### src/hw/rtl/ntc_steinhart_hart_temp_defines.svh
// Assertion macros used by the NTC temperature top module.
`ifndef NTC_STEINHART_HART_TEMP_DEFINES_SVH
`define NTC_STEINHART_HART_TEMP_DEFINES_SVH

// Implication check, disabled while reset is asserted.
`define NSHTC_ASSERT_IMP(lbl, clk, rstn, ante, cons, msg) \
    lbl: assert property (@(posedge clk) disable iff (!rstn) (ante) |-> (cons)) \
        else $error(msg);

// Invariant check on every clock edge out of reset.
`define NSHTC_ASSERT_ALW(lbl, clk, rstn, cons, msg) \
    `NSHTC_ASSERT_IMP(lbl, clk, rstn, 1'b1, cons, msg)

`endif

### src/hw/rtl/nshtc_pkg.sv
// Shared types and constants for the NTC Steinhart-Hart temperature pipeline.
`default_nettype none

package nshtc_pkg;

    localparam int RAW_W   = 13;
    localparam int FS_W    = 13;
    localparam int SUP_W   = 13;
    localparam int RREF_W  = 20;
    localparam int COEF_W  = 32;
    localparam int VNUM_W  = FS_W + RAW_W - 1;
    localparam int NUM_W   = VNUM_W + RREF_W;
    localparam int K_W     = 6;
    localparam int FRAC_W  = 24;
    localparam int LOG_W   = K_W + FRAC_W;
    localparam int INV_W   = 50;
    localparam int TC_W    = 19;
    localparam int TEMP_W  = 16;
    localparam int STAT_W  = 2;
    localparam int REG_IDX_W = 3;

    localparam logic [REG_IDX_W-1:0] REG_ADC_FS  = 3'd0;
    localparam logic [REG_IDX_W-1:0] REG_SUPPLY  = 3'd1;
    localparam logic [REG_IDX_W-1:0] REG_RREF    = 3'd2;
    localparam logic [REG_IDX_W-1:0] REG_COEFF_A = 3'd3;
    localparam logic [REG_IDX_W-1:0] REG_COEFF_B = 3'd4;
    localparam logic [REG_IDX_W-1:0] REG_COEFF_C = 3'd5;

    localparam logic [STAT_W-1:0] STAT_OK    = 2'd0;
    localparam logic [STAT_W-1:0] STAT_RANGE = 2'd1;
    localparam logic [STAT_W-1:0] STAT_DIV   = 2'd2;

    localparam logic signed [TC_W-1:0] T_MIN   = -19'sd10000;
    localparam logic signed [TC_W-1:0] T_MAX   = 19'sd30000;
    localparam logic signed [TC_W-1:0] BODY_LO = 19'sd2000;
    localparam logic signed [TC_W-1:0] BODY_HI = 19'sd4500;

    typedef struct packed {
        logic [FS_W-1:0]          adc_fs;
        logic [SUP_W-1:0]         supply;
        logic [RREF_W-1:0]        rref;
        logic signed [COEF_W-1:0] coeff_a;
        logic signed [COEF_W-1:0] coeff_b;
        logic signed [COEF_W-1:0] coeff_c;
    } cfg_t;

    typedef struct packed {
        logic              vld;
        logic [STAT_W-1:0] status;
    } side_t;

endpackage

`default_nettype wire

### src/hw/rtl/nshtc_front.sv
// Front end: range check, millivolt scaling, divider numerator and denominator.
`default_nettype none

module nshtc_front #(
    parameter int SAMPLE_BITS = 12
) (
    input  logic                          aclk,
    input  logic                          aresetn,
    input  logic                          adv,
    input  nshtc_pkg::cfg_t               cfg,
    input  logic                          s_vld,
    input  logic signed [nshtc_pkg::RAW_W-1:0] raw,
    output nshtc_pkg::side_t              side_o,
    output logic [nshtc_pkg::NUM_W-1:0]   num_o,
    output logic [nshtc_pkg::NUM_W-1:0]   den_o
);
    import nshtc_pkg::*;

    localparam int DEN_W = ((SUP_W + SAMPLE_BITS > VNUM_W) ? SUP_W + SAMPLE_BITS : VNUM_W) + 1;
    localparam logic signed [15:0] RAW_MAX = 16'((1 << SAMPLE_BITS) - 1);
    localparam logic signed [DEN_W-1:0] SCALE = DEN_W'(1 << SAMPLE_BITS);

    side_t              side1_reg, side2_reg;
    logic [VNUM_W-1:0]  vnum_reg;
    logic [NUM_W-1:0]   num_reg, den_reg;

    logic signed [15:0]      raw_ext;
    logic [STAT_W-1:0]       stat1_next, stat2_next;
    logic [VNUM_W-1:0]       vnum_next;
    logic signed [DEN_W-1:0] den_s;
    logic [NUM_W-1:0]        prod, num_next;

    always_comb begin
        raw_ext    = 16'(raw);
        stat1_next = (raw_ext <= 16'sd0 || raw_ext >= RAW_MAX) ? STAT_RANGE : STAT_OK;
        vnum_next  = raw[RAW_W-2:0] * cfg.adc_fs;

        den_s = $signed(DEN_W'(cfg.supply) << SAMPLE_BITS) - $signed(DEN_W'(vnum_reg));
        stat2_next = side1_reg.status;
        if (side1_reg.status == STAT_OK && den_s <= SCALE) begin
            stat2_next = STAT_DIV;
        end
        // zero full scale or zero reference: keep the log argument at one
        prod     = cfg.rref * vnum_reg;
        num_next = (prod == '0) ? NUM_W'(1) : prod;
    end

    always_ff @(posedge aclk) begin
        if (!aresetn) begin
            side1_reg <= '0;
            side2_reg <= '0;
        end else if (adv) begin
            side1_reg <= '{vld: s_vld, status: stat1_next};
            side2_reg <= '{vld: side1_reg.vld, status: stat2_next};
        end
    end

    always_ff @(posedge aclk) begin
        if (adv) begin
            vnum_reg <= vnum_next;
            num_reg  <= num_next;
            den_reg  <= NUM_W'(den_s[DEN_W-2:0]);
        end
    end

    assign side_o = side2_reg;
    assign num_o  = num_reg;
    assign den_o  = den_reg;

endmodule

`default_nettype wire

### config.mk
export PLATFORM = sky130hd
export DESIGN_NAME = nshtc_front
export DESIGN_NICKNAME = d
export VERILOG_FILES = /design/src/hw/rtl/ntc_steinhart_hart_temp_defines.svh /design/src/hw/rtl/nshtc_pkg.sv /design/src/hw/rtl/nshtc_front.sv
export SDC_FILE = /design/constraint.sdc
export NUM_CORES = 2
export LEC_CHECK = 0
export ABC_AREA = 1
export BUFFER_PORTS_ARGS = -buffer_cell sky130_fd_sc_hd__buf_2
export CELL_PAD_IN_SITES_DETAIL_PLACEMENT = 0
export CELL_PAD_IN_SITES_GLOBAL_PLACEMENT = 1
export CORE_MARGIN = 2
export CORE_UTILIZATION = 45
export CTS_CLUSTER_DIAMETER = 60
export DETAILED_ROUTE_END_ITERATION = 10
export PLACE_DENSITY = 0.84
export SLEW_MARGIN = 10
export SYNTH_ARGS = -nofsm -noshare
export SYNTH_HDL_FRONTEND = slang
export SYNTH_SLANG_ARGS = --single-unit
### constraint.sdc
create_clock -name aclk -period 10.17 [get_ports aclk]
set_input_delay 3.051 -clock aclk [delete_from_list [all_inputs] [get_ports aclk]]
set_output_delay 3.051 -clock aclk [all_outputs]
set_load 0.05 [all_outputs]
==> impl_metrics.ini <==
[timing]
finalSetupViolCount = 0
finClkSkew_ps = 14.7
period_needed_ps = 9400
finalWorstSetupSlack_ps = 771
fmax_mhz = 106
maxSlewViolCount = 0
tightestPinTransition_ps = 1250
fin_setup_tns_ps = 0
grt_setup_unrepaired = no
hold_violations = 0
relSlewSlack_pct = 16.6
fin_crit_sh_pct = 92.4

[finish]
fin_nets = 4638
syn2layout_area_growth_pct = 5.93
largest_reg_flops = 45
layout-drive-gt1-share_pct = 6.14
n_fill_cell = 6110

[cts]
clock_path_buffers = 2
ctsResizeCount = 0
cts_tree = built
cts_hold_buf = 0
path_clk_slew_ps = 80
cts_buffers = 9
cts_sinks = 100
h-tree-depth = 3
clk_latency_ps = 390
post_cts_buffers = 0
clock-root-buffer = clkbuf_16

[floorplanning]
die_w_um = 252
die-area_um2 = 63700
initial_core_util_pct = 45.2
core_um2 = 61400
core.rowCount = 91
die_height_um = 252
ios = 252

[placement]
dpl.hpwl_mm = 57.8
port_buffers = 135
gp_congestion = 0.883
dpl_worst_slack_ps = 355

[worst_setup_path]
slowest_delay_ps = 540
worstSetupPathType = in -> reg
arrival_ps = 9640
start_kind = input port
slowest_stage = buf_2
end_kind = flop
critPathBufInv = 7
crit_family = adder cells
crit_fanout = 25
cpMostUsedCell = nand2_1
crit_required_ps = 10410

[detailed_routing]
detail-route-antenna-nets = 0
dr.pass1.iters = 5
drc_errors = 0
viasPerCell = 4.87
wl_mm = 71.8
avgRoutedWirePerCell_um = 15.9
drt_iter0_drc = 1474
vias = 22000

[yosys]
synth_common_cells = nand2_1 (1139), inv_1 (1090), fa_1 (520)
synth_ff_type = edfxtp_1
ys_types = 44
synth_area_um2 = 27800
synth_edf_count = 95
yosysWarnings = 0
synthTopCellsByArea = fa_1 (37%), nand2_1 (15%), inv_1 (15%)
synth-seq-cells = 100
async_flop_share_pct = 0
synth_largest_area_cell = fa_1
syn-instance-count = 3680
synth_top_cell_area_share_pct = 37.5
avgSynthCellArea_um2 = 7.55
yosysMostFrequentCell = nand2_1
synth_seq_area_share_pct = 10.6

[global_routing]
track_usage_pct = 24.1
gr-total-overflow = 0
grt_pass1_wl_mm = 120
grt_max_degree = 57
antenna_found_initial = 1
grt_pass1_vias = 23100

[worst_hold_path]
hold_path_class = reg -> reg

[outcome]
status = complete, no violations

[flow_run]
max-cap-violations = 0
-- worst min-delay path, cell delays in order, from the launching register on --
cell and delay [ps]:
dfxtp_1 320, nand2_1 80, a21oi_2 50
-- final cells by class --
type                    instances  area, um2  share of cell area (%)
well taps                     790        988                    3.36
diodes                          1       2.50                 0.00851
clock buffers                  10        229                   0.778
clock inverters                 6       56.3                   0.191
inverters                    1094       4110                    14.0
flip-flops and latches        100       2950                    10.0
multi-input cells            2346      20100                    68.3
repair buffers                175        978                    3.33
-- path summary, 6_finish.rpt --
path / slack [ps] / endpoint / depth (start not counted) / start
max: 770 / num_o[0] / 31 / cfg[106]
min: 480 / side_o[1] / 2 / side_o[1]
max reg2reg: 2780 / num_o[0] / 28 / vnum_reg[7]
min reg2reg: 480 / side_o[1] / 2 / side_o[1]
-- metrics by stage --
stage	instance area (um2)	hold WS [ps]	utilization, %	std cells
after global routing	29400	503	47.9	4522
final	29400	481	47.9	4522
after floorplan	27800	449	-	3699
after CTS	29400	481	47.9	4521
after global placement	29100	463	47.5	4505
after detailed placement	29100	468	47.5	4505
-- cells by family (layout without fill, tap and decap cells) --
family / Yosys count / count (layout) / synth area share (%)
other: 1 / 21 / 0.0135
XOR/XNOR: 42 / 42 / 1.32
adder cells (fa/ha/maj): 753 / 753 / 48.0
buffers and inverters: 1253 / 1285 / 17.2
AND/OR/NAND/NOR: 1407 / 1407 / 20.4
AO/OA/AOI/OAI: 124 / 124 / 2.45
flip-flops: 100 / 100 / 10.6
-- layout by cell type, fill, tap and decap left out, types with 4 or more instances in the layout --
cell type / instances
nor2_2: 12
a21oi_1: 68
clkbuf_16: 9
buf_2: 134
fa_1: 520
nand2_2: 9
nor3_1: 12
inv_1: 1090
edfxtp_1: 95
nand3b_1: 15
nand3_1: 67
a31oi_1: 5
nand3_2: 7
dfxtp_1: 5
nand2_1: 1139
nand4_1: 22
o21a_1: 4
buf_4: 41
ha_1: 233
xor2_1: 20
o21bai_1: 8
xnor2_1: 22
nor2_1: 111
conb_1: 20
o21ai_0: 30
-- per-layer routing --
metal / global-route usage [%] / part of all wire (%) / vias to the layer above
met2: 39.5 / 46 / 724
met5: 0 / 0 / -
met1: 33.8 / 44 / 10700
met4: 4.65 / 1.8 / 0
met3: 4.00 / 8.0 / 74
li1: - / - / 10500
Power is not shown: default switching activity piles up to over one toggle a cycle in this logic, so the estimate is an artifact.
