## src/hw/rtl/ntc_steinhart_hart_temp_defines.svh

```systemverilog
// Assertion macros used by the NTC temperature top module.
`ifndef NTC_STEINHART_HART_TEMP_DEFINES_SVH
`define NTC_STEINHART_HART_TEMP_DEFINES_SVH

// Implication check, disabled while reset is asserted.
`define NSHTC_ASSERT_IMP(lbl, clk, rstn, ante, cons, msg) \
    lbl: assert property (@(posedge clk) disable iff (!rstn) (ante) |-> (cons)) \
        else $error(msg);

// Invariant check on every clock edge out of reset.
`define NSHTC_ASSERT_ALW(lbl, clk, rstn, cons, msg) \
    `NSHTC_ASSERT_IMP(lbl, clk, rstn, 1'b1, cons, msg)

`endif

```

## src/hw/rtl/nshtc_pkg.sv

```systemverilog
// Shared types and constants for the NTC Steinhart-Hart temperature pipeline.
`default_nettype none

package nshtc_pkg;

    localparam int RAW_W   = 13;
    localparam int FS_W    = 13;
    localparam int SUP_W   = 13;
    localparam int RREF_W  = 20;
    localparam int COEF_W  = 32;
    localparam int VNUM_W  = FS_W + RAW_W - 1;
    localparam int NUM_W   = VNUM_W + RREF_W;
    localparam int K_W     = 6;
    localparam int FRAC_W  = 24;
    localparam int LOG_W   = K_W + FRAC_W;
    localparam int INV_W   = 50;
    localparam int TC_W    = 19;
    localparam int TEMP_W  = 16;
    localparam int STAT_W  = 2;
    localparam int REG_IDX_W = 3;

    localparam logic [REG_IDX_W-1:0] REG_ADC_FS  = 3'd0;
    localparam logic [REG_IDX_W-1:0] REG_SUPPLY  = 3'd1;
    localparam logic [REG_IDX_W-1:0] REG_RREF    = 3'd2;
    localparam logic [REG_IDX_W-1:0] REG_COEFF_A = 3'd3;
    localparam logic [REG_IDX_W-1:0] REG_COEFF_B = 3'd4;
    localparam logic [REG_IDX_W-1:0] REG_COEFF_C = 3'd5;

    localparam logic [STAT_W-1:0] STAT_OK    = 2'd0;
    localparam logic [STAT_W-1:0] STAT_RANGE = 2'd1;
    localparam logic [STAT_W-1:0] STAT_DIV   = 2'd2;

    localparam logic signed [TC_W-1:0] T_MIN   = -19'sd10000;
    localparam logic signed [TC_W-1:0] T_MAX   = 19'sd30000;
    localparam logic signed [TC_W-1:0] BODY_LO = 19'sd2000;
    localparam logic signed [TC_W-1:0] BODY_HI = 19'sd4500;

    typedef struct packed {
        logic [FS_W-1:0]          adc_fs;
        logic [SUP_W-1:0]         supply;
        logic [RREF_W-1:0]        rref;
        logic signed [COEF_W-1:0] coeff_a;
        logic signed [COEF_W-1:0] coeff_b;
        logic signed [COEF_W-1:0] coeff_c;
    } cfg_t;

    typedef struct packed {
        logic              vld;
        logic [STAT_W-1:0] status;
    } side_t;

endpackage

`default_nettype wire

```

## src/hw/rtl/nshtc_div.sv

```systemverilog
// Pipelined restoring division of 100*2^40 by inv_t, Kelvin offset, saturation.
`default_nettype none

module nshtc_div (
    input  logic                               aclk,
    input  logic                               aresetn,
    input  logic                               adv,
    input  nshtc_pkg::side_t                   side_i,
    input  logic signed [nshtc_pkg::INV_W-1:0] inv_i,
    output nshtc_pkg::side_t                   side_o,
    output logic [nshtc_pkg::TEMP_W-1:0]       temp_o,
    output logic                               flag_o
);
    import nshtc_pkg::*;

    localparam int QUO_W = 17;
    localparam int D_W   = INV_W - 1;
    localparam int CMP_W = D_W + QUO_W;
    localparam logic [D_W-1:0] NUM_K = D_W'(64'd100 << 40);
    localparam logic signed [TC_W-1:0] KELVIN = 19'sd27315;

    localparam logic [1:0] KIND_DIV = 2'd0;
    localparam logic [1:0] KIND_MAX = 2'd1;
    localparam logic [1:0] KIND_MIN = 2'd2;

    side_t            side_st_reg [0:QUO_W];
    logic [D_W-1:0]   rem_st_reg  [0:QUO_W];
    logic [D_W-1:0]   d_st_reg    [0:QUO_W];
    logic [QUO_W-1:0] q_st_reg    [0:QUO_W];
    logic [1:0]       kind_st_reg [0:QUO_W];
    side_t            side_out_reg;
    logic [TEMP_W-1:0] temp_reg;
    logic             flag_reg;

    logic [D_W-1:0]   d_in, n_in;
    logic             ovf;
    logic [1:0]       kind_next;
    logic [D_W-1:0]   rem_nx [QUO_W];
    logic [QUO_W-1:0] q_nx   [QUO_W];
    logic signed [TC_W-1:0] tc;
    logic [TEMP_W-1:0] temp_next;
    logic             flag_next;

    always_comb begin
        d_in = inv_i[D_W-1:0];
        n_in = NUM_K + (d_in >> 1);
        // quotient of 2^17 or more saturates anyway
        ovf  = {QUO_W'(0), n_in} >= {d_in, QUO_W'(0)};
        if (inv_i < 0) begin
            kind_next = KIND_MIN;
        end else if (inv_i == '0 || ovf) begin
            kind_next = KIND_MAX;
        end else begin
            kind_next = KIND_DIV;
        end
    end

    always_comb begin
        logic [CMP_W-1:0] sh;
        for (int j = 0; j < QUO_W; j++) begin
            sh = CMP_W'(d_st_reg[j]) << (QUO_W - 1 - j);
            rem_nx[j] = rem_st_reg[j];
            q_nx[j]   = q_st_reg[j];
            if ({QUO_W'(0), rem_st_reg[j]} >= sh) begin
                rem_nx[j] = rem_st_reg[j] - sh[D_W-1:0];
                q_nx[j][QUO_W-1-j] = 1'b1;
            end
        end
    end

    always_comb begin
        tc = $signed({2'b00, q_st_reg[QUO_W]}) - KELVIN;
        case (kind_st_reg[QUO_W])
            KIND_DIV: begin
                flag_next = (tc < BODY_LO) || (tc > BODY_HI);
                if (tc > T_MAX) begin
                    temp_next = T_MAX[TEMP_W-1:0];
                end else if (tc < T_MIN) begin
                    temp_next = T_MIN[TEMP_W-1:0];
                end else begin
                    temp_next = tc[TEMP_W-1:0];
                end
            end
            KIND_MIN: begin
                temp_next = T_MIN[TEMP_W-1:0];
                flag_next = 1'b1;
            end
            default: begin
                temp_next = T_MAX[TEMP_W-1:0];
                flag_next = 1'b1;
            end
        endcase
        if (side_st_reg[QUO_W].status != STAT_OK) begin
            temp_next = '0;
            flag_next = 1'b0;
        end
    end

    always_ff @(posedge aclk) begin
        if (!aresetn) begin
            for (int j = 0; j <= QUO_W; j++) side_st_reg[j] <= '0;
            side_out_reg <= '0;
        end else if (adv) begin
            side_st_reg[0] <= side_i;
            for (int j = 0; j < QUO_W; j++) side_st_reg[j+1] <= side_st_reg[j];
            side_out_reg <= side_st_reg[QUO_W];
        end
    end

    always_ff @(posedge aclk) begin
        if (adv) begin
            rem_st_reg[0]  <= n_in;
            d_st_reg[0]    <= d_in;
            q_st_reg[0]    <= '0;
            kind_st_reg[0] <= kind_next;
            for (int j = 0; j < QUO_W; j++) begin
                rem_st_reg[j+1]  <= rem_nx[j];
                d_st_reg[j+1]    <= d_st_reg[j];
                q_st_reg[j+1]    <= q_nx[j];
                kind_st_reg[j+1] <= kind_st_reg[j];
            end
            temp_reg <= temp_next;
            flag_reg <= flag_next;
        end
    end

    assign side_o = side_out_reg;
    assign temp_o = temp_reg;
    assign flag_o = flag_reg;

endmodule

`default_nettype wire

```

## config.mk

```make
export PLATFORM = sky130hd
export DESIGN_NAME = nshtc_div
export DESIGN_NICKNAME = d
export VERILOG_FILES = /design/src/hw/rtl/ntc_steinhart_hart_temp_defines.svh /design/src/hw/rtl/nshtc_pkg.sv /design/src/hw/rtl/nshtc_div.sv
export SDC_FILE = /design/constraint.sdc
export NUM_CORES = 2
export LEC_CHECK = 0
export BUFFER_PORTS_ARGS = -buffer_cell sky130_fd_sc_hd__buf_2
export CORE_MARGIN = 1
export CORE_UTILIZATION = 47
export CTS_CLUSTER_DIAMETER = 30
export DETAILED_ROUTE_END_ITERATION = 7
export SLEW_MARGIN = 20
export SYNTH_ARGS = -nofsm -noshare
export SYNTH_HDL_FRONTEND = slang
export SYNTH_SLANG_ARGS = --single-unit
```

## constraint.sdc

```tcl
create_clock -name aclk -period 3.1 [get_ports aclk]
set_input_delay 0.155 -clock aclk [delete_from_list [all_inputs] [get_ports aclk]]
set_output_delay 0.155 -clock aclk [all_outputs]
set_load 0.01 [all_outputs]
```

==> flow_summary.yaml <==
place:
  place_congestion: 0.9670
  place_hpwl_mm: 226.4
  numPortBuffers: 75
  dp.cells: 13967
routing:
  route.detailed.drc: 0
  routed_wl_mm: 312.9
  via_count: 81803
  drt_pre_antenna_iters: 5
  antenna_left: 0
  routedWlPerCell_um: 20.73
  via_per_inst: 5.418
  initialDrtViolationCount: 5310
critical_path:
  worstSetupEndpointType: "flip-flop"
  crit_top_cell: "buf_12"
  r2r-end: "rem_st_reg[16][25]"
  criticalPathCategory: "flip-flop to flip-flop"
  slowest_stage: "a221o_1"
  crit_chain: "inv_2, ha_4, buf_4, o21a_1, o21ai_2, a211oi_4, o21a_1, a221o_1, nand4_1, a21oi_2, o31ai_4, inv_4, buf_12, buf_12, buf_12, mux2_4"
  reg2reg_slack_ps: -600
  endpoint: "rem_st_reg[16][25]"
  worst_setup_path_start_kind: "flip-flop"
  cpPeakStageDelay_ps: 440
  reg2reg_depth: 16
  cp_data_required_time_ps: 3730
  r2r-start: "d_st_reg[15][2]"
  cp_data_arrival_time_ps: 4330
  critPathMaxFanout: 6
  timing.critical_path.from: "d_st_reg[15][2]"
power:
  peakVddDrop_mv: 0.6245
  power.density_nw_per_um2: 595.9
  leakage_nw: 64.01
grt:
  grt_max_degree: 147
  antenna_found_initial: 4
  grt_pass1_wl_mm: 466.6
  grt_pass1_vias: 82658
  grt_usage_pct: 27.88
  grt_overflow: 0
status:
  outcome: "finished with violations"
  violations: "setup timing"
clock_tree:
  clk_latency_ps: 970
  cts_buffers: 390
  clk_pin_slew_worst_paths_ps: 50
  cts_sinks: 1751
  cts_tree: "yes"
  clockBufferDepth: 4
  clock-root-buffer: "clkbuf_16"
  htreeDepth: 5
sta:
  fmax_mhz: 270.4
  postLayoutSetupSlackWorst_ps: -598.2
  skew_ps: 90.45
  drv_slew: 0
  relSlewSlack_pct: 31.28
  timing.hold.ws_ps: 99.09
  period_minus_slack_ps: 3698
  tightest_slew_ps: 1031
  finalSetupViolCount: 673
  period_share_pct: 119.3
  rsz0062_at_grt: "yes"
  hold_viol: 0
cells_and_area:
  drive_gt1_share_pct: 35.46
  nFillCells: 15465
  largest_reg_flops: 833
  layout_commonest_cell: "buf_4"
  final_util_pct: 68.70
  layout_common_cells: "buf_4, edfxtp_1, inv_1, nand2_1, ha_1"
  nets: 12785
  syn2layout_area_growth_pct: 44.88
  layout.cells.non_filler: 15097
floorplanning:
  die_x_um: 462.5
  ios: 76
  core_area_sq_um: 210200
  initial_core_util_pct: 47.42
  die-area_sq_um: 213900
  row_count: 168
  dieHeight_um: 462.5
logic_synthesis:
  postSynth.asyncResetShare_pct: 0
  netlist_area_sq_um: 99680
  synth.ff_latch_count: 1751
  syn_avg_cell_area_sq_um: 11.06
  synthDistinctLibCells: 98
  yosysWarnings: 0
  synthFlopType: "edfxtp_1"
  synth_nets: 9818
  synth_edf_count: 1748
  synth_seq_area_share_pct: 52.72
  netlist_instances: 9014
flow_run:
  cap_violations: 0
hold_path:
  hold_class: "input pin to flip-flop"
-- where the power goes --
part	total [mW]	internal, mW	switching, mW
Clock	41.1	27.5	13.6
Sequential	29.0	27.9	1.10
Combinational	16.0	7.87	8.11
Total	86.1	63.3	22.8
-- worst max-delay path, delay by kind of cell, from the launching register on --
family / cells / cell delay, ps
compound gates: 7 / 1470
fa+ha+maj: 1 / 210
buf+inv: 6 / 760
flops: 1 / 410
mux: 1 / 290
simple gates: 1 / 220
-- repair_timing --
item / in CTS / in global routing
hold buffers: 103 / 0
cloned: 44 / 29
setup endpoints to repair: 675 / 677
buffers inserted: 156 / 141
endpoints found under the hold margin: 220 / 0
resized for setup: 531 / 880
pin swaps: 169 / 335
-- cells in the mapped netlist, drive strengths merged, types with 29 or more instances --
cell	count	area, sq um
nand2b	93	581.8
and3	133	832.1
o31ai	60	469.2
or3	31	193.9
nand4	136	850.8
nor2b	103	644.4
a21boi	30	225.2
clkbuf	164	615.6
a21o	413	3100
nand3	130	650.6
a211oi	64	485.5
o21ai	666	3341
o21a	101	758.2
xnor2	329	2882
edfxtp	1748	52490
a31oi	80	500.5
nor2	404	1516
nand2	767	2879
and2	29	181.4
inv	894	3356
nor4	76	481.7
a211o	30	262.8
ha	732	9159
buf	69	365.3
or2	30	187.7
mux2	216	2432
a21oi	652	3267
o21bai	109	818.3
xor2	230	2014
nor3	136	680.7
-- worst min-delay path by stage --
stage / startpoint / endpoint / slack [ps] / cells after the start
after floorplan: inv_i[0] / d_st_reg[0][0] / 250 / 0
after global placement: inv_i[15] / d_st_reg[0][15] / 360 / 1
after detailed placement: inv_i[15] / d_st_reg[0][15] / 360 / 1
after CTS: inv_i[44] / d_st_reg[0][44] / 4 / 2
after global routing: inv_i[44] / d_st_reg[0][44] / 40 / 2
final: inv_i[44] / d_st_reg[0][44] / 100 / 2
-- per-stage QoR --
| stage | setup WS [ps] | setup TNS [ps] | area, sq um | power, mW |
|---|---|---|---|---|
| 6_report | -598.2 | -200850 | 144400 | 86.05 |
| 5_1_grt | -689.9 | -277570 | 144400 | 89.24 |
| 4_1_cts | -546.3 | -231640 | 139900 | 85.50 |
| 3_5_place_dp | -802.7 | -306470 | 121100 | 43.30 |
| 3_3_place_gp | -784.5 | -284380 | 121100 | 43.11 |
| 2_1_floorplan | -320.0 | -25070 | 100400 | 36.61 |
-- layout make-up --
cell class / count / area, sq um / share of cell area [%]
timing repair buffer: 2808 / 23680 / 16.40
multi-input combinational: 6136 / 48110 / 33.32
tap: 2805 / 3510 / 2.430
clock inverter: 270 / 3199 / 2.215
clock buffer: 428 / 9987 / 6.915
antenna: 5 / 12.51 / 0.008664
inverter: 894 / 3366 / 2.331
sequential: 1751 / 52550 / 36.39
-- per-layer routing --
metal / wire (um) / up-vias / GRT usage (%)
met5: 0 / - / 0
met1: 129200 / 39568 / 34.39
met3: 13880 / 687 / 3.550
li1: - / 39404 / -
met4: 13580 / 0 / 11.95
met2: 156200 / 2144 / 48.93
-- cells by family (layout without fill, tap and decap cells) --
group	after synthesis	in the layout	share of synthesized area (%)
AOI/OAI and AO/OA	2442	2442	15.44
and+or+nand+nor	2152	2152	10.43
DFF	1751	1751	52.72
buffers and inverters	1127	4400	4.351
adders and majority gates	749	749	9.520
xor gates and xnor gates	559	559	4.912
muxes	234	234	2.621
other	0	5	0
No activity file was read; power rests on OpenSTA's default activity.
